$ cat config.mk
export PLATFORM = sky130hd
export DESIGN_NAME = iolu_scan
export DESIGN_NICKNAME = d
export VERILOG_FILES = /design/src/indexed_ordered_list_unit_assert.svh /design/src/iolu_pkg.sv /design/src/iolu_scan.sv
export SDC_FILE = /design/constraint.sdc
export NUM_CORES = 1
export LEC_CHECK = 0
export ABC_AREA = 1
export BUFFER_PORTS_ARGS = -buffer_cell sky130_fd_sc_hd__buf_4
export CORE_AREA = 2 2 39 41
export CTS_CLUSTER_DIAMETER = 200
export DETAILED_ROUTE_END_ITERATION = 16
export DIE_AREA = 0 0 41 43
export HOLD_SLACK_MARGIN = 0.12
export PLACE_DENSITY = 0.68
export SLEW_MARGIN = 5
export SYNTH_ARGS = -nofsm -noshare
export SYNTH_HDL_FRONTEND = slang
export SYNTH_SLANG_ARGS = --single-unit
$ cat constraint.sdc
create_clock -name clk -period 3.9 [get_ports clk]
set_input_delay 0.78 -clock clk [delete_from_list [all_inputs] [get_ports clk]]
set_output_delay 0.78 -clock clk [all_outputs]
set_load 0.005 [all_outputs]
$ cat src/indexed_ordered_list_unit_assert.svh
// assertion macros for the indexed ordered list unit
`ifndef INDEXED_ORDERED_LIST_UNIT_ASSERT_SVH
`define INDEXED_ORDERED_LIST_UNIT_ASSERT_SVH

`ifndef SYNTHESIS

`define IOLU_ASSERT_IMP(lbl, ante, cons) \
	lbl: assert property (@(posedge clk) disable iff (!arst_n) (ante) |-> (cons)) \
		else $error("iolu: same-cycle check failed");

`define IOLU_ASSERT_NXT(lbl, ante, cons) \
	lbl: assert property (@(posedge clk) disable iff (!arst_n) (ante) |=> (cons)) \
		else $error("iolu: next-cycle check failed");

`else

`define IOLU_ASSERT_IMP(lbl, ante, cons)

`define IOLU_ASSERT_NXT(lbl, ante, cons)

`endif

`endif

$ cat src/iolu_pkg.sv
// shared types and constants of the indexed ordered list unit
`default_nettype none

package iolu_pkg;

	localparam int MODE_W      = 3;
	localparam int INDEX_W     = 7;
	localparam int VALUE_IN_W  = 32;
	localparam int STATUS_W    = 2;
	localparam int POS_OUT_W   = 6;
	localparam int COUNT_OUT_W = 7;
	localparam int WINDOW      = 8;

	typedef enum logic [MODE_W-1:0] {
		MD_PUSH_BACK  = 3'd0,
		MD_PUSH_FRONT = 3'd1,
		MD_INSERT     = 3'd2,
		MD_POP_BACK   = 3'd3,
		MD_POP_FRONT  = 3'd4,
		MD_ERASE      = 3'd5,
		MD_CLEAR      = 3'd6,
		MD_FIND       = 3'd7
	} mode_t;

	typedef enum logic [STATUS_W-1:0] {
		STS_DONE  = 2'd0,
		STS_EMPTY = 2'd1,
		STS_FULL  = 2'd2,
		STS_RANGE = 2'd3
	} status_t;

	typedef enum logic {
		FSM_IDLE = 1'b0,
		FSM_SCAN = 1'b1
	} fsm_t;

	typedef struct packed {
		logic open;
		logic close;
		logic find;
		logic shift;
	} cell_cmd_t;

endpackage

`default_nettype wire

$ cat src/iolu_scan.sv
// window scan that locates the first matching entry
`default_nettype none

module iolu_scan #(
	parameter int DEPTH = 64,
	parameter int G     = 8,
	parameter int CW    = 7,
	parameter int PW    = 6
) (
	input  wire           clk,
	input  wire           arst_n,
	input  wire           start,
	input  wire           active,
	input  wire  [G-1:0]  window,
	input  wire  [CW-1:0] cnt,
	output logic          step,
	output logic          done,
	output logic          found,
	output logic [PW-1:0] pos
);
	import iolu_pkg::*;

	localparam int NG = (DEPTH + G - 1) / G;
	localparam int GW = $clog2(NG + 1);
	localparam int OW = $clog2(G);
	localparam int SW = $clog2(DEPTH + G + 1);

	logic [GW-1:0] grp_q;
	logic [OW-1:0] off;
	logic [SW-1:0] covered;
	logic [SW-1:0] base;

	always_comb begin
		off = '0;
		for (int i = G - 1; i >= 0; i--) begin
			if (window[i]) begin
				off = OW'(i);
			end
		end
	end

	assign base    = SW'(grp_q) * SW'(G);
	assign covered = base + SW'(G);
	assign found   = |window;
	assign done    = found || (covered >= SW'(cnt));
	assign step    = active && !done;
	assign pos     = found ? PW'(base + SW'(off)) : '0;

	always_ff @(posedge clk or negedge arst_n) begin
		if (!arst_n) begin
			grp_q <= '0;
		end else if (start) begin
			grp_q <= '0;
		end else if (step) begin
			grp_q <= grp_q + GW'(1);
		end
	end

endmodule

`default_nettype wire
# Word-level counts from Yosys, hierarchy flattened
# Index checks and enable logic that the tools add are counted.
# op_classes
addsub	3
n_lt_le_gt_ge	1
n_mux	11
n_reduce_logical	5
# ops
op	count
3-bit two-way mux	8
4-bit two-way mux	2
8-bit OR reduction	1
7-bit by 4-bit adder with 7-bit output, second input constant	1
7-bit >= comparator	1
6-bit by 3-bit adder with 6-bit output	1
6-bit two-way mux	1
4-bit by 1-bit adder with 4-bit output, second input constant	1
2-bit nonzero test	1
1-bit logical AND	1
1-bit logical NOT	1
1-bit logical OR	1
# word_totals
register_bits	4
in_bits	19
out_inout_bits	9
wordCells	21

# Logic depth before layout (Yosys ltp)
# logic_depth
depth_word	10
depth_mapped	10
ltp_nobuf	10

# Least setup slack after synthesis
# Ideal clock, no wire load.
# synth_path
path_type	input to output
from	input port cnt[6]
to	output port step
t_arrival_ns	1.586
required_time_ns	3.120
path_slack_ns	1.534
path_stages	7
path_buffers	0
cell_sequence	inv_1 ha_1 nand2_1 inv_1 a21oi_1 nand4_2 inv_1
# synth_between
elab_chain_cells	4
# synth_rtl
item	line	text
start, declared	iolu_scan.sv:15	input wire [CW-1:0] cnt,
7-bit >= comparator	iolu_scan.sv:45	assign done = found || (covered >= SW'(cnt));
1-bit logical OR	iolu_scan.sv:45	
1-bit logical NOT	iolu_scan.sv:46	assign step = active && !done;
1-bit logical AND	iolu_scan.sv:46	
end, declared	iolu_scan.sv:16	output logic step,
# Every way passes these cells.

# Worst setup path after layout
# layout_path
from	register grp_q[0]
to	output port done
# layout_between
elab_chain_cells	3
# layout_rtl
item	line	text
start, declared	iolu_scan.sv:28	logic [GW-1:0] grp_q;
start signal, assigned	iolu_scan.sv:55	grp_q <= grp_q + GW'(1);
7-bit by 4-bit adder with 7-bit output	iolu_scan.sv:43	assign covered = base + SW'(G);
7-bit >= comparator	iolu_scan.sv:45	
1-bit logical OR	iolu_scan.sv:45	
end, declared	iolu_scan.sv:17	output logic done,
# Every way passes these cells.

==> results.cfg <==
[outcome]
status = finished, final reports clean

[timing]
setup_violations = 0
timing.fmax_mhz = 366
skew_ps = 2.72
rsz0062_at_grt = no
tns_ps = 0
max_slew_margin = 0.852
min_period_over_period = 0.701
setup_slack_ps = 1170
hold_violations = 0
slew_viol_final = 0
worstMarginPinSlew_ps = 222
fin_hold_ws_ps = 336
fin_crit_ps = 2730

[floorplan]
die_h_um = 43
fp.dieArea_sq_um = 1760
ios = 28
fp-row-count = 14
start_util = 0.364
fp.dieW_um = 41
core_area_sq_um = 1380

[cts]
numCtsBuffers = 3
clk_path_buf_depth = 2
cts_tree = built
post_cts_buffers = 0
cts_sinks = 4
cts_root_buffer = clkbuf_4
hold_buffers = 0
htreeDepth = 1
clk_latency_ps = 230
cts_resized = 0
path_clk_slew_ps = 40

[global_routing]
grt_start_max_net_pins = 9
grt_pass1_vias = 465
grt_pass1_wl_um = 1680
grt_overflow = 0
grt_antenna_before_repair = 0
grt.total_usage = 0.137

[pwr]
powerDensity_nw_per_um2 = 166
p_leak_nw = 0.460
ir_drop_mv = 0.110

[drt]
drt_iter0_markers = 0
ant_nets = 0
wl_um = 1050
wl_per_cell_um = 8.61
route.detailed.drc = 0
viasPerCell = 4.43
first_pass_iters = 1
dr_total_vias = 541

[yosys]
syn-num-nets = 100
ys_ff_latch = 4
synth_area_sq_um = 504
yosysWarnings = 0
syn_avg_cell_area_sq_um = 6.63
synth.distinct_cells = 18
yosysSeqAreaShare = 0.199
synthCells = 76

[place]
post-place-cells = 119
portBuffers = 27
place_congestion = 0.665
dpl.hpwl_um = 948
pre_cts_ws_ps = 1270

[critical_path]
cp_max_fo = 5
worstSetupPathType = flop to primary output
critPathLaunchType = flop
critPathArrivalTime_ps = 1950
crit_path_end_kind = primary output
cp.required_ps = 3120

[finish]
multi_input_area_sq_um = 333
diodes = 0
largest_reg_flops = 4
final_layout_size_suffix_gt1_frac = 0.377
top_register = grp_q
reg.largest.list = grp_q: 4 flops
instances_no_fill = 122
syn_to_final_growth_pct = 48.6
fin_nets = 132
fillers = 135
regArea_sq_um = 100

[min_path]
hp-class = input pin to asynchronous set/reset pin

[job]
maxCapViolations = 0
## layout by cell type (no fill, tap or decap)
master | netlist | layout
inv_1 | 19 | 19
xnor2_1 | 1 | 1
a21oi_1 | 4 | 4
xor2_1 | 1 | 1
o21bai_1 | 1 | 1
nand2_1 | 14 | 14
ha_1 | 5 | 5
buf_4 | 0 | 27
nor2_2 | 4 | 4
clkbuf_4 | 0 | 3
nand3_1 | 5 | 5
a21boi_0 | 1 | 1
o21ai_0 | 1 | 1
nand2_2 | 3 | 3
nand4_2 | 1 | 1
dfrtp_1 | 4 | 4
nor2_8 | 1 | 1
nor2_4 | 1 | 1
nand4_1 | 4 | 4
nor2_1 | 6 | 6
## per-layer routing
layer  part of all wire  global-route usage  up-vias
li1                   -                   -      296
met1               0.42               0.154      224
met2               0.51               0.228       21
met3              0.072              0.0209        0
met4                  0              0.0800        0
met5                  0                   0        -
## area by class of cell
type,instances,share of cell area
clock buffers,3,0.0301
inverters,19,0.0952
multi-input cells,53,0.444
flip-flops and latches,4,0.134
well taps,16,0.0267
repair buffers,27,0.270
## worst paths after layout
kind,from,end,cells past startpoint,slack [ps]
max,grp_q[0],done,10,1170
min reg2reg,grp_q[3],grp_q[3],2,530
min,arst_n,grp_q[0],1,340
max reg2reg,grp_q[0],grp_q[3],10,2110
max in group asynchronous,arst_n,grp_q[2],1,3460
min in group clk,grp_q[3],grp_q[3],2,530
## report_power, final
part | switching [mW] | internal, mW | leakage, nW
clock network | 0.0150 | 0.0343 | 0.0138
registers | 0.0000221 | 0.0418 | 0.0559
logic | 0.0146 | 0.0185 | 0.390
total | 0.0297 | 0.0945 | 0.460
## logic make-up (layout without fill, tap and decap cells)
| family | count (synthesis) | after routing | synth area share |
|---|---|---|---|
| AO/OA/AOI/OAI | 7 | 7 | 0.0794 |
| XOR/XNOR | 2 | 2 | 0.0347 |
| adder cells (fa/ha/maj) | 5 | 5 | 0.124 |
| buffers and inverters | 19 | 49 | 0.141 |
| flip-flops | 4 | 4 | 0.199 |
| AND/OR/NAND/NOR | 39 | 39 | 0.422 |
## worst max-delay path, cell delays in order (launching register included)
cell and delay (ps):
dfrtp_1 400, ha_1 210, xor2_1 200, ha_1 270
nand2_1 70, nor2_1 50, nand2_1 90, nand2_1 90
nor2_4 170, inv_1 50, buf_4 130
## through the flow
stage / area [sq um] / utilization / total power, mW
2_1_floorplan: 504 / - / 0.0547
5_1_grt: 749 / 0.542 / 0.133
3_3_place_gp: 727 / 0.525 / 0.0751
3_5_place_dp: 727 / 0.525 / 0.0758
4_1_cts: 749 / 0.542 / 0.128
6_report: 749 / 0.542 / 0.124
## cells in the mapped netlist (all sizes together)
library cell | instances | area share
o21bai | 1 | 0.015
nand3 | 5 | 0.050
xor2 | 1 | 0.017
a21boi | 1 | 0.015
nand4 | 5 | 0.074
nor2 | 12 | 0.16
ha | 5 | 0.12
xnor2 | 1 | 0.017
o21ai | 1 | 0.0099
a21oi | 4 | 0.040
dfrtp | 4 | 0.20
nand2 | 17 | 0.14
inv | 19 | 0.14
Note: power is estimated with default switching activity, not from simulation.
