--- config.mk ---
export PLATFORM = sky130hd
export DESIGN_NAME = iolu_cell
export DESIGN_NICKNAME = d
export VERILOG_FILES = /design/src/indexed_ordered_list_unit_assert.svh /design/src/iolu_pkg.sv /design/src/iolu_cell.sv
export SDC_FILE = /design/constraint.sdc
export NUM_CORES = 1
export LEC_CHECK = 0
export ABC_AREA = 0
export BUFFER_PORTS_ARGS = -buffer_cell sky130_fd_sc_hd__buf_2
export CAP_MARGIN = 20
export CORE_AREA = 2 2 72 74
export DETAILED_ROUTE_END_ITERATION = 6
export DIE_AREA = 0 0 74 76
export PLACE_DENSITY = 0.95
export SKIP_CTS_REPAIR_TIMING = 1
export SYNTH_ARGS = -nofsm -noshare
export SYNTH_HDL_FRONTEND = slang
export SYNTH_SLANG_ARGS = --single-unit
--- constraint.sdc ---
create_clock -name clk -period 4.2 [get_ports clk]
set_input_delay 0.21 -clock clk [delete_from_list [all_inputs] [get_ports clk]]
set_output_delay 0.21 -clock clk [all_outputs]
set_load 0.02 [all_outputs]
--- src/indexed_ordered_list_unit_assert.svh ---
// assertion macros for the indexed ordered list unit
`ifndef INDEXED_ORDERED_LIST_UNIT_ASSERT_SVH
`define INDEXED_ORDERED_LIST_UNIT_ASSERT_SVH

`ifndef SYNTHESIS

`define IOLU_ASSERT_IMP(lbl, ante, cons) \
	lbl: assert property (@(posedge clk) disable iff (!arst_n) (ante) |-> (cons)) \
		else $error("iolu: same-cycle check failed");

`define IOLU_ASSERT_NXT(lbl, ante, cons) \
	lbl: assert property (@(posedge clk) disable iff (!arst_n) (ante) |=> (cons)) \
		else $error("iolu: next-cycle check failed");

`else

`define IOLU_ASSERT_IMP(lbl, ante, cons)

`define IOLU_ASSERT_NXT(lbl, ante, cons)

`endif

`endif

--- src/iolu_pkg.sv ---
// shared types and constants of the indexed ordered list unit
`default_nettype none

package iolu_pkg;

	localparam int MODE_W      = 3;
	localparam int INDEX_W     = 7;
	localparam int VALUE_IN_W  = 32;
	localparam int STATUS_W    = 2;
	localparam int POS_OUT_W   = 6;
	localparam int COUNT_OUT_W = 7;
	localparam int WINDOW      = 8;

	typedef enum logic [MODE_W-1:0] {
		MD_PUSH_BACK  = 3'd0,
		MD_PUSH_FRONT = 3'd1,
		MD_INSERT     = 3'd2,
		MD_POP_BACK   = 3'd3,
		MD_POP_FRONT  = 3'd4,
		MD_ERASE      = 3'd5,
		MD_CLEAR      = 3'd6,
		MD_FIND       = 3'd7
	} mode_t;

	typedef enum logic [STATUS_W-1:0] {
		STS_DONE  = 2'd0,
		STS_EMPTY = 2'd1,
		STS_FULL  = 2'd2,
		STS_RANGE = 2'd3
	} status_t;

	typedef enum logic {
		FSM_IDLE = 1'b0,
		FSM_SCAN = 1'b1
	} fsm_t;

	typedef struct packed {
		logic open;
		logic close;
		logic find;
		logic shift;
	} cell_cmd_t;

endpackage

`default_nettype wire

--- src/iolu_cell.sv ---
// one list entry cell with its match flag
`default_nettype none

module iolu_cell #(
	parameter int K  = 0,
	parameter int VW = 32,
	parameter int AW = 6,
	parameter int CW = 7
) (
	input  wire                 clk,
	input  iolu_pkg::cell_cmd_t cmd,
	input  wire  [AW-1:0]       at,
	input  wire  [CW-1:0]       cnt,
	input  wire  [VW-1:0]       key,
	input  wire  [VW-1:0]       prev_val,
	input  wire  [VW-1:0]       next_val,
	input  wire                 match_in,
	output logic [VW-1:0]       val,
	output logic                match
);
	import iolu_pkg::*;

	localparam logic [AW-1:0] K_AT  = AW'(K);
	localparam logic [CW-1:0] K_CNT = CW'(K);

	logic [VW-1:0] val_q;
	logic          match_q;

	always_ff @(posedge clk) begin
		if (cmd.open) begin
			if (K_AT == at) begin
				val_q <= key;
			end else if (K_AT > at) begin
				val_q <= prev_val;
			end
		end else if (cmd.close) begin
			if (K_AT >= at) begin
				val_q <= next_val;
			end
		end
	end

	// flags hop one window toward the head on each scan step
	always_ff @(posedge clk) begin
		if (cmd.find) begin
			match_q <= (K_CNT < cnt) && (val_q == key);
		end else if (cmd.shift) begin
			match_q <= match_in;
		end
	end

	assign val   = val_q;
	assign match = match_q;

endmodule

`default_nettype wire

== Word level (Yosys, flattened, before mapping) ==
Cells that the tools add are included.
W data, S select, Z words.
Storage, ports and cells
  register bits: 33
  input port bits: 115
  output and inout bits: 33
  word-level logic and storage cells: 20
Operators by class
  magnitude comparators: 3
  equal/unequal tests: 2
  muxes and demuxes: 7
  reduce and logical (&&, ||, !) cells: 6
Operators by type and width (count)
  $mux W32: 5
  $eq A32 B32 Y1: 1
  $lt A1 B7 Y1 const A: 1
  $ge A1 B6 Y1 const A: 1
  $gt A1 B6 Y1 const A: 1
  $logic_not A6 Y1: 1
  $reduce_bool A2 Y1: 3
  $ne A3 B1 Y1 const B: 1
  $reduce_and A3 Y1: 1
  $mux W1: 2
  $logic_and A1 B1 Y1: 1

== Logic depth before layout (Yosys ltp) ==
Gate-level depths: netlist (run 1).
  word-level depth: 4
  gate-level depth with buffers: 5

== Worst setup path before layout (run 1) ==
Ideal clock, no wire load.
  path type: in2reg
  start point: input at[5]
  end point: register val_q[0], in the netlist val[0], enable pin
  setup time: 421 ps
  data arrival time: 2204 ps
  data required time: 3779 ps
  slack: 1575 ps
  stages on the path: 4
  buffers on the path: 1
  cells stage by stage: nor4_2 nand2_2 buf_6 nor2_1
On the way
  cells in the longest elaborated chain, start to end: 3
  elaborated cells on any way between the ends: 6
  classes of those cells: 2 x order compare; 1 x eq/ne; 3 x reduce/logical
Ends and longest elaborated chain
  start, declared: RTL line iolu_cell.sv:12  | input wire [AW-1:0] at,
  $gt A1 B6 Y1, or another cell as far along: RTL line iolu_cell.sv:33  | end else if (K_AT > at) begin
  $ne A3 B1 Y1 (no line) / $reduce_bool A2 Y1 (equally long branches)
  $reduce_and A3 Y1 (no line) (*)
  end signal, assigned: RTL line iolu_cell.sv:32  | val_q <= key;
  end signal, assigned: RTL line iolu_cell.sv:34  | val_q <= prev_val;
  end signal, assigned: RTL line iolu_cell.sv:38  | val_q <= next_val;
  end, declared: RTL line iolu_cell.sv:26  | logic [VW-1:0] val_q;
Every way passes the cells marked *; elsewhere a longest branch is shown, timed or not.
A chain may end at the register's enable or synchronous reset.

== Worst setup path after layout (run 1) ==
  start point: input at[5]
  end point: register val_q[14], in the netlist val[14], enable pin
The elaborated chain is that of the path after synthesis.

==> flow_metrics.tcl, run 1 <==
set metrics [dict create \
    r2r_slack_ns 2.51 \
    power_leakage_nw 1.53 \
    run_status "completed" \
    critPathRequiredTime_ns 4.10 \
    vdd_ir_drop_max_v 0.000170 \
    cts_buffer_depth 2 \
    async_reset_ff_share_pct 0 \
    initialDrtViolationCount 89 \
    grt_setup_unrepaired "no" \
    io_pins 148 \
    tightest_slew_ns 1.02 \
    post-route-drc-count 0 \
    final_cell_mix "buf_2 (147), nor2_1 (34), edfxtp_1 (33)" \
    syn_inst 193 \
    syn_avg_cell_area_sq_um 10.7 \
    slew_headroom_pct 31.5 \
    synth_edf_count 33 \
    antenna_found_initial 0 \
    power.density_nw_per_um2 248 \
    multi_input_area_sq_um 1020 \
    intPower_uw 550 \
    maxSlewViolCount 0 \
    grt.overflow.total 0 \
    hold_viol 0 \
    swShare_pct 24.0 \
    netlist.area_leader.share_pct 48.0 \
    routed_wl_microns 5330 \
    cts_made_buffers 5 \
    r2r_start "val[28]$_DFFE_PP_" \
    end_kind "flop" \
    final_common_cell "buf_2" \
    hold_class "input port to flop" \
    drive_gt1_share_pct 46.4 \
    die_area_sq_um 5620 \
    grt.total_usage_pct 19.0 \
    startpoint_type "input port" \
    yosysTopAreaCell "edfxtp_1" \
    arrival_ns 2.18 \
    seqCellArea_sq_um 991 \
    fmax_mhz 438 \
    ys_seq_area_share_pct 48.0 \
    die_w_microns 74 \
    worstSetupPathType "input port to flop" \
    p_clk_share_pct 30.6 \
    whs_ns 0.221 \
    design_power_total_uw 724 \
    rows 26 \
    skew_ns 0.00270 \
    drtAntennaViolNets 0 \
    port_buffers 147 \
    r2r_end "match$_DFFE_PP_" \
    rr_worst_depth 4 \
    critPathLaunch "at[5]" \
    clk_pin_slew_ns 0.06 \
    grt_pass1_wl_microns 8330 \
    clk-insertion-delay-late_ns 0.28 \
    placed_area_sq_um 2840 \
    cts_sinks 33 \
    viasPerCell 4.83 \
    synth_cell_types 20 \
    synth_area_leaders "edfxtp_1 (48%), mux2i_1 (16%), xor2_1 (13%)" \
    pwr-share-seq_pct 51.3 \
    cts_tree "done" \
    hpwl_microns 4190 \
    diodes 0 \
    firstDrtPassIters 4 \
    synthFlopType "edfxtp_1" \
    path_max_fanout 33 \
    p_switching_uw 174 \
    core-area_sq_um 4910 \
    nets 453 \
    wire_per_inst_microns 13.1 \
    initial_utilization_pct 42.0 \
    finalSetupViolCount 0 \
    synth_area_sq_um 2060 \
    power_frac_comb_pct 18.0 \
    grt_max_degree 66 \
    design_area_sq_um 2920 \
    post-route-min-period_ns 2.28 \
    root_buffer "clkbuf_8" \
    grt_pass1_vias 1872 \
    die_height_microns 76 \
    globalplace.congestion 0.744 \
    totalNegativeSetupSlack_ns 0 \
    cp-endpoint "val[14]$_DFFE_PP_" \
    finalCritPeriodShare_pct 54.3 \
    htreeDepth 2 \
    synth_seq_cells 33 \
    fill_cells 428 \
    synth_warnings 0 \
    timing.max_cap.violations 0 \
    areaGrowthSynthToFinish_pct 41.3 \
    vias 1969 \
    synth_fp_nets 308 \
]
cell usage after synthesis, drive strengths merged (2+ instances only):
master  number
mux2i       32
a21oi       32
edfxtp      33
clkbuf       4
nor4         9
nor3         2
nor2        35
buf          6
nand2        2
nand4        2
xor2        31
critical path, stage by stage:
cell,delay [ns]
buf_2,0.10
nor4_2,0.28
nand2_2,0.62
nor2_4,0.96
per-stage QoR:
step | utilization [%] | worst slack [ns] | std cells
after detailed placement | 57.8 | 1.58 | 401
after CTS | 59.4 | 1.89 | 408
after floorplan | - | 1.57 | 193
final | 59.4 | 1.92 | 408
after global placement | 57.8 | 1.65 | 401
after global routing | 59.4 | 1.73 | 408
how the worst min path moves through the flow:
stage / start / endpoint / slack, ns / depth (start not counted)
after floorplan: match_in / match$_DFFE_PP_ / 0.40 / 2
after global placement: cmd[0] / match$_DFFE_PP_ / 0.50 / 2
after global routing: cmd[0] / match$_DFFE_PP_ / 0.22 / 2
after detailed placement: cmd[0] / match$_DFFE_PP_ / 0.50 / 2
after CTS: cmd[0] / match$_DFFE_PP_ / 0.21 / 2
final: cmd[0] / match$_DFFE_PP_ / 0.22 / 2
power groups by stage:
| stage | clock, mW | combinational, mW | sequential (mW) |
|---|---|---|---|
| after floorplan | 0 | 0.0544 | 0.383 |
| after detailed placement | 0 | 0.131 | 0.379 |
| after global placement | 0 | 0.127 | 0.378 |
| after global routing | 0.244 | 0.146 | 0.372 |
| final | 0.222 | 0.131 | 0.371 |
| after CTS | 0.226 | 0.131 | 0.372 |
kinds of logic (layout without fill, tap and decap cells):
group                     Yosys count  after routing  share of synthesized area [%]
xor gates and xnor gates           32             32                           13.6
DFF                                33             33                           48.0
AOI/OAI and AO/OA                  33             33                           8.12
muxes                              32             32                           15.5
buffers and inverters              10            155                           2.97
and+or+nand+nor                    53             53                           11.8
cell type report:
cell class | count | area share (%)
multi-input cells | 150 | 34.9
flip-flops and latches | 33 | 34.0
repair buffers | 148 | 25.5
well taps | 70 | 3.00
clock buffers | 6 | 2.49
clock inverters | 1 | 0.129
flip-flops by register name, summed over array words and instances (netlist names):
register / count
match: 1
val: 32
layer usage:
metal	global-route usage, %	routed length [microns]	vias up
met2	33.8	2760	84
met3	4.37	321	6
met1	22.4	2200	889
met5	0	0	-
li1	-	-	990
met4	5.09	46	0
Note: power is estimated with default switching activity, not from simulation.
==> run 2, diff against run 1 <==
--- a/config.mk
+++ b/config.mk
@@ -8,10 +8,10 @@
 export ABC_AREA = 0
 export BUFFER_PORTS_ARGS = -buffer_cell sky130_fd_sc_hd__buf_2
 export CAP_MARGIN = 20
-export CORE_AREA = 2 2 72 74
+export CORE_AREA = 2 2 78 80
 export DETAILED_ROUTE_END_ITERATION = 6
-export DIE_AREA = 0 0 74 76
-export PLACE_DENSITY = 0.95
+export DIE_AREA = 0 0 80 82
+export PLACE_DENSITY = 0.87
 export SKIP_CTS_REPAIR_TIMING = 1
 export SYNTH_ARGS = -nofsm -noshare
 export SYNTH_HDL_FRONTEND = slang
==> constraint.sdc (replaced) <==
create_clock -name clk -period 1.87 [get_ports clk]
set_input_delay 0.0935 -clock clk [delete_from_list [all_inputs] [get_ports clk]]
set_output_delay 0.0935 -clock clk [all_outputs]
set_load 0.02 [all_outputs]
==> run 2 against run 1 <==
Net effect:
- final cell count is 2.5% higher
- power is 120% higher
- combinational power is 130% higher
- register-to-register slack worse by 2.3 ns
- first-iteration DRC count is 55% lower
- sequential power is 120% higher
- sequential cell count stayed put
- sequential share of layout area is 0.50 points lower
- clock power is 120% higher
- critical endpoint is now match$_DFFE_PP_
- clock skew hardly changed
- critical path depth stayed put
- final area is 1.5% higher
==> flow_metrics.tcl, run 2 (same netlist as run 1, synthesis figures left out) <==
set metrics [dict create \
    root_buffer "clkbuf_8" \
    die_w_microns 80 \
    die_height_microns 82 \
    final_common_cell "buf_2" \
    routed_wl_microns 5570 \
    fmax_mhz 610 \
    firstDrtPassIters 4 \
    met2_usage_pct 28.8 \
    power.density_nw_per_um2 548 \
    fin_util_pct 51.5 \
    whs_path_depth 3 \
    globalplace.congestion 0.664 \
    rows 28 \
    cts_sinks 33 \
    fill_cells 544 \
    nets 458 \
    global_route.usage.met1_pct 20.4 \
    antenna_found_initial 0 \
    clk_pin_slew_ns 0.06 \
    drive_gt1_share_pct 47.2 \
    grt_use_met3_pct 4.84 \
    clk-insertion-delay-late_ns 0.28 \
    cts_tree "done" \
    post-route-drc-count 0 \
    dp_slack_ns 0.245 \
    grt.busiest_layer "met2" \
    final_cell_mix "buf_2 (147), nor2_1 (34), edfxtp_1 (33)" \
    vdd_ir_drop_max_v 0.000373 \
    die_area_sq_um 6560 \
    maxSlewViolCount 0 \
    vias 2004 \
    wire_per_inst_microns 13.3 \
    areaGrowthSynthToFinish_pct 43.5 \
    hold_viol 0 \
    finalSetupViolCount 0 \
    skew_ns 0.00243 \
    grt_setup_unrepaired "no" \
    viasPerCell 4.79 \
    core-area_sq_um 5750 \
    run_status "completed" \
    timing.max_cap.violations 0 \
    hold_class "input port to flop" \
    power_leakage_nw 1.55 \
    startpoint_type "flop" \
    hpwl_microns 4670 \
    grt_max_degree 36 \
    design_power_total_mw 1.62 \
    totalNegativeSetupSlack_ns 0 \
    largest_register_ffs 32 \
    worstSetupPathType "flop to flop" \
    initial_utilization_pct 35.9 \
    rr_worst_depth 4 \
    diodes 0 \
    grt.overflow.total 0 \
    cts_made_buffers 5 \
    dp_cells 411 \
    htreeDepth 2 \
    port_buffers 147 \
    layout_setup_ws_ns 0.232 \
    arrival_ns 1.75 \
    slew_headroom_pct 64.3 \
    final_cells 418 \
    post-route-min-period_ns 1.64 \
    tightest_slew_ns 0.530 \
    drtAntennaViolNets 0 \
    grt_pass1_vias 1851 \
    grt.total_usage_pct 16.6 \
    cts_buffer_depth 2 \
    grt_pass1_wl_microns 8270 \
    path_max_fanout 2 \
    io_pins 148 \
    critPathRequiredTime_ns 1.98 \
    finalCritPeriodShare_pct 87.6 \
    initialDrtViolationCount 40 \
    end_kind "flop" \
]
-- run 2: area by class of cell --
class / instances / area (sq um) / area share [%]
tap: 75 / 93.8 / 3.17
clock buffer: 6 / 72.6 / 2.45
sequential: 33 / 991 / 33.5
timing repair buffer: 153 / 781 / 26.4
clock inverter: 1 / 3.75 / 0.127
multi-input combinational: 150 / 1020 / 34.4
-- run 2: worst paths after layout --
kind	startpoint	slack [ns]	endpoint
worst max register to register	val[18]$_DFFE_PP_	0.23	match$_DFFE_PP_
worst max-delay path	val[18]$_DFFE_PP_	0.23	match$_DFFE_PP_
worst min-delay path	match_in	0.11	match$_DFFE_PP_
worst min register to register	val[30]$_DFFE_PP_	0.74	match$_DFFE_PP_
-- run 2: where the power goes --
part	switching, mW	leakage (nW)	internal (mW)
combinational	0.141	1.20	0.156
clock	0.240	0.0387	0.251
sequential	0.00458	0.309	0.830
total	0.386	1.55	1.24
-- run 2: per-stage QoR --
step | cell area [sq um] | hold WS (ns)
floorplan | 2070 | 0.287
finish | 2960 | 0.109
CTS | 2960 | 0.0987
global placement | 2890 | 0.384
detailed placement | 2890 | 0.391
global route | 2960 | 0.113
-- run 2: routing by layer --
metal,wire length [microns],vias to the layer above
li1,-,997
met3,524,4
met2,2660,97
met5,0,-
met1,2350,906
met4,32,0
-- run 2: critical path: stages, from the launching register on --
cell	delay, ns
edfxtp_1	0.40
xor2_1	0.15
nor4_1	0.51
nand3_1	0.19
o31ai_1	0.22
==> run 3, diff against run 2 <==
--- a/config.mk
+++ b/config.mk
@@ -6,6 +6,7 @@
 export NUM_CORES = 1
 export LEC_CHECK = 0
 export ABC_AREA = 0
+export ABC_CLOCK_PERIOD_IN_PS = 1500
 export BUFFER_PORTS_ARGS = -buffer_cell sky130_fd_sc_hd__buf_2
 export CAP_MARGIN = 20
 export CORE_AREA = 2 2 78 80
==> constraint.sdc (replaced) <==
create_clock -name clk -period 1.5 [get_ports clk]
set_input_delay 0.075 -clock clk [delete_from_list [all_inputs] [get_ports clk]]
set_output_delay 0.075 -clock clk [all_outputs]
set_load 0.02 [all_outputs]
==> run 3 against run 2 <==
Net effect:
- the run now ends with setup timing left
- setup slack lost 0.30 ns
- maximum frequency grew 4.6%
- clock power grew 24%
- combinational power grew 30%
- non-clock buffer count increased by 2
- critical path type unchanged
- largest cell class unchanged
==> flow_metrics.tcl, run 3 (same netlist as run 1, synthesis figures left out) <==
set metrics [dict create \
    r2r_start "val[3]$_DFFE_PP_" \
    post-route-min-period_ns 1.57 \
    grt_max_degree 35 \
    die_height_microns 82 \
    skew_ns 0.00490 \
    dp_cells 413 \
    areaGrowthSynthToFinish_pct 47.6 \
    r2r_slack_ns -0.07 \
    initialDrtViolationCount 46 \
    hold_start "match_in" \
    wire_per_inst_microns 13.7 \
    critPathRequiredTime_ns 1.61 \
    nets 460 \
    timing.max_cap.violations 0 \
    fmax_mhz 638 \
    globalplace.congestion 0.705 \
    largest_register_ffs 32 \
    diodes 0 \
    initial_utilization_pct 35.9 \
    vias 1997 \
    root_buffer "clkbuf_8" \
    grt_setup_unrepaired "yes" \
    worstSetupPathType "flop to flop" \
    grt.total_usage_pct 17.1 \
    tightest_slew_ns 0.376 \
    cts_tree "done" \
    grt.overflow.total 0 \
    port_buffers 147 \
    maxSlewViolCount 0 \
    arrival_ns 1.68 \
    r2r_end "match$_DFFE_PP_" \
    core-area_sq_um 5750 \
    grt_pass1_wl_microns 8540 \
    antenna_found_initial 0 \
    slew_headroom_pct 74.7 \
    fill_cells 546 \
    dp_slack_ns -0.210 \
    design_power_total_mw 2.03 \
    whs_ns 0.0999 \
    drtAntennaViolNets 0 \
    end_kind "flop" \
    final_cells 420 \
    violations "setup timing" \
    post-route-drc-count 0 \
    firstDrtPassIters 4 \
    whs_path_depth 3 \
    hpwl_microns 4810 \
    final_cell_mix "buf_2 (147), nor2_1 (34), edfxtp_1 (33)" \
    finalCritPeriodShare_pct 104 \
    design_area_sq_um 3050 \
    run_status "finished, violations left" \
    hold_path_end "match$_DFFE_PP_" \
    fin_util_pct 53.0 \
    path_max_fanout 2 \
    cts_sinks 33 \
    layout_setup_ws_ns -0.0662 \
    rr_worst_depth 5 \
    cts_made_buffers 5 \
    htreeDepth 2 \
    placed_area_sq_um 2960 \
    viasPerCell 4.75 \
    io_pins 148 \
    hold_viol 0 \
    power.density_nw_per_um2 668 \
    grt_pass1_vias 1966 \
    totalNegativeSetupSlack_ns -0.0662 \
    hold_class "input port to flop" \
    die_w_microns 80 \
    drive_gt1_share_pct 48.1 \
    routed_wl_microns 5770 \
    final_common_cell "buf_2" \
    vdd_ir_drop_max_v 0.000339 \
    rows 28 \
    power_leakage_nw 1.58 \
    startpoint_type "flop" \
    cts_buffer_depth 2 \
    finalSetupViolCount 1 \
    clk-insertion-delay-late_ns 0.28 \
    clk_pin_slew_ns 0.06 \
    die_area_sq_um 6560 \
]
run 3: per-layer routing:
| metal | GRT usage (%) | vias up | routed length (microns) |
|---|---|---|---|
| met2 | 31.2 | 98 | 2950 |
| met4 | 4.41 | 0 | 37 |
| met5 | 0 | - | 0 |
| met3 | 5.60 | 6 | 533 |
| met1 | 19.2 | 887 | 2250 |
| li1 | - | 1006 | - |
run 3: how the worst max path moves through the flow:
stage | depth (start not counted) | endpoint | slack, ns | startpoint
after floorplan | 4 | val[0]$_DFFE_PP_ | -0.06 | at[5]
after global placement | 5 | match$_DFFE_PP_ | -0.01 | val[4]$_DFFE_PP_
after detailed placement | 5 | match$_DFFE_PP_ | -0.21 | val[4]$_DFFE_PP_
after CTS | 5 | match$_DFFE_PP_ | -0.24 | val[4]$_DFFE_PP_
after global routing | 5 | match$_DFFE_PP_ | -0.21 | val[3]$_DFFE_PP_
final | 5 | match$_DFFE_PP_ | -0.07 | val[3]$_DFFE_PP_
run 3: worst max-delay path, stage by stage, from the launching register on:
cell and delay [ns]:
edfxtp_1 0.39, xor2_1 0.18, nor4_2 0.37, buf_4 0.17, nand4_1 0.11, o31ai_2 0.19
run 3: layout make-up:
| cell class | instances | area [sq um] | area share [%] |
|---|---|---|---|
| Clock inverter | 1 | 3.75 | 0.123 |
| Tap cell | 75 | 93.8 | 3.08 |
| Timing Repair Buffer | 155 | 846 | 27.8 |
| Clock buffer | 6 | 72.6 | 2.38 |
| Multi-Input combinational cell | 150 | 1040 | 34.1 |
| Sequential cell | 33 | 991 | 32.5 |
run 3: where the power goes:
group | internal (mW) | leakage, nW | total (mW) | switching [mW]
logic | 0.200 | 1.24 | 0.385 | 0.185
clock network | 0.313 | 0.0387 | 0.609 | 0.297
registers | 1.03 | 0.309 | 1.04 | 0.00532
total | 1.55 | 1.58 | 2.03 | 0.487
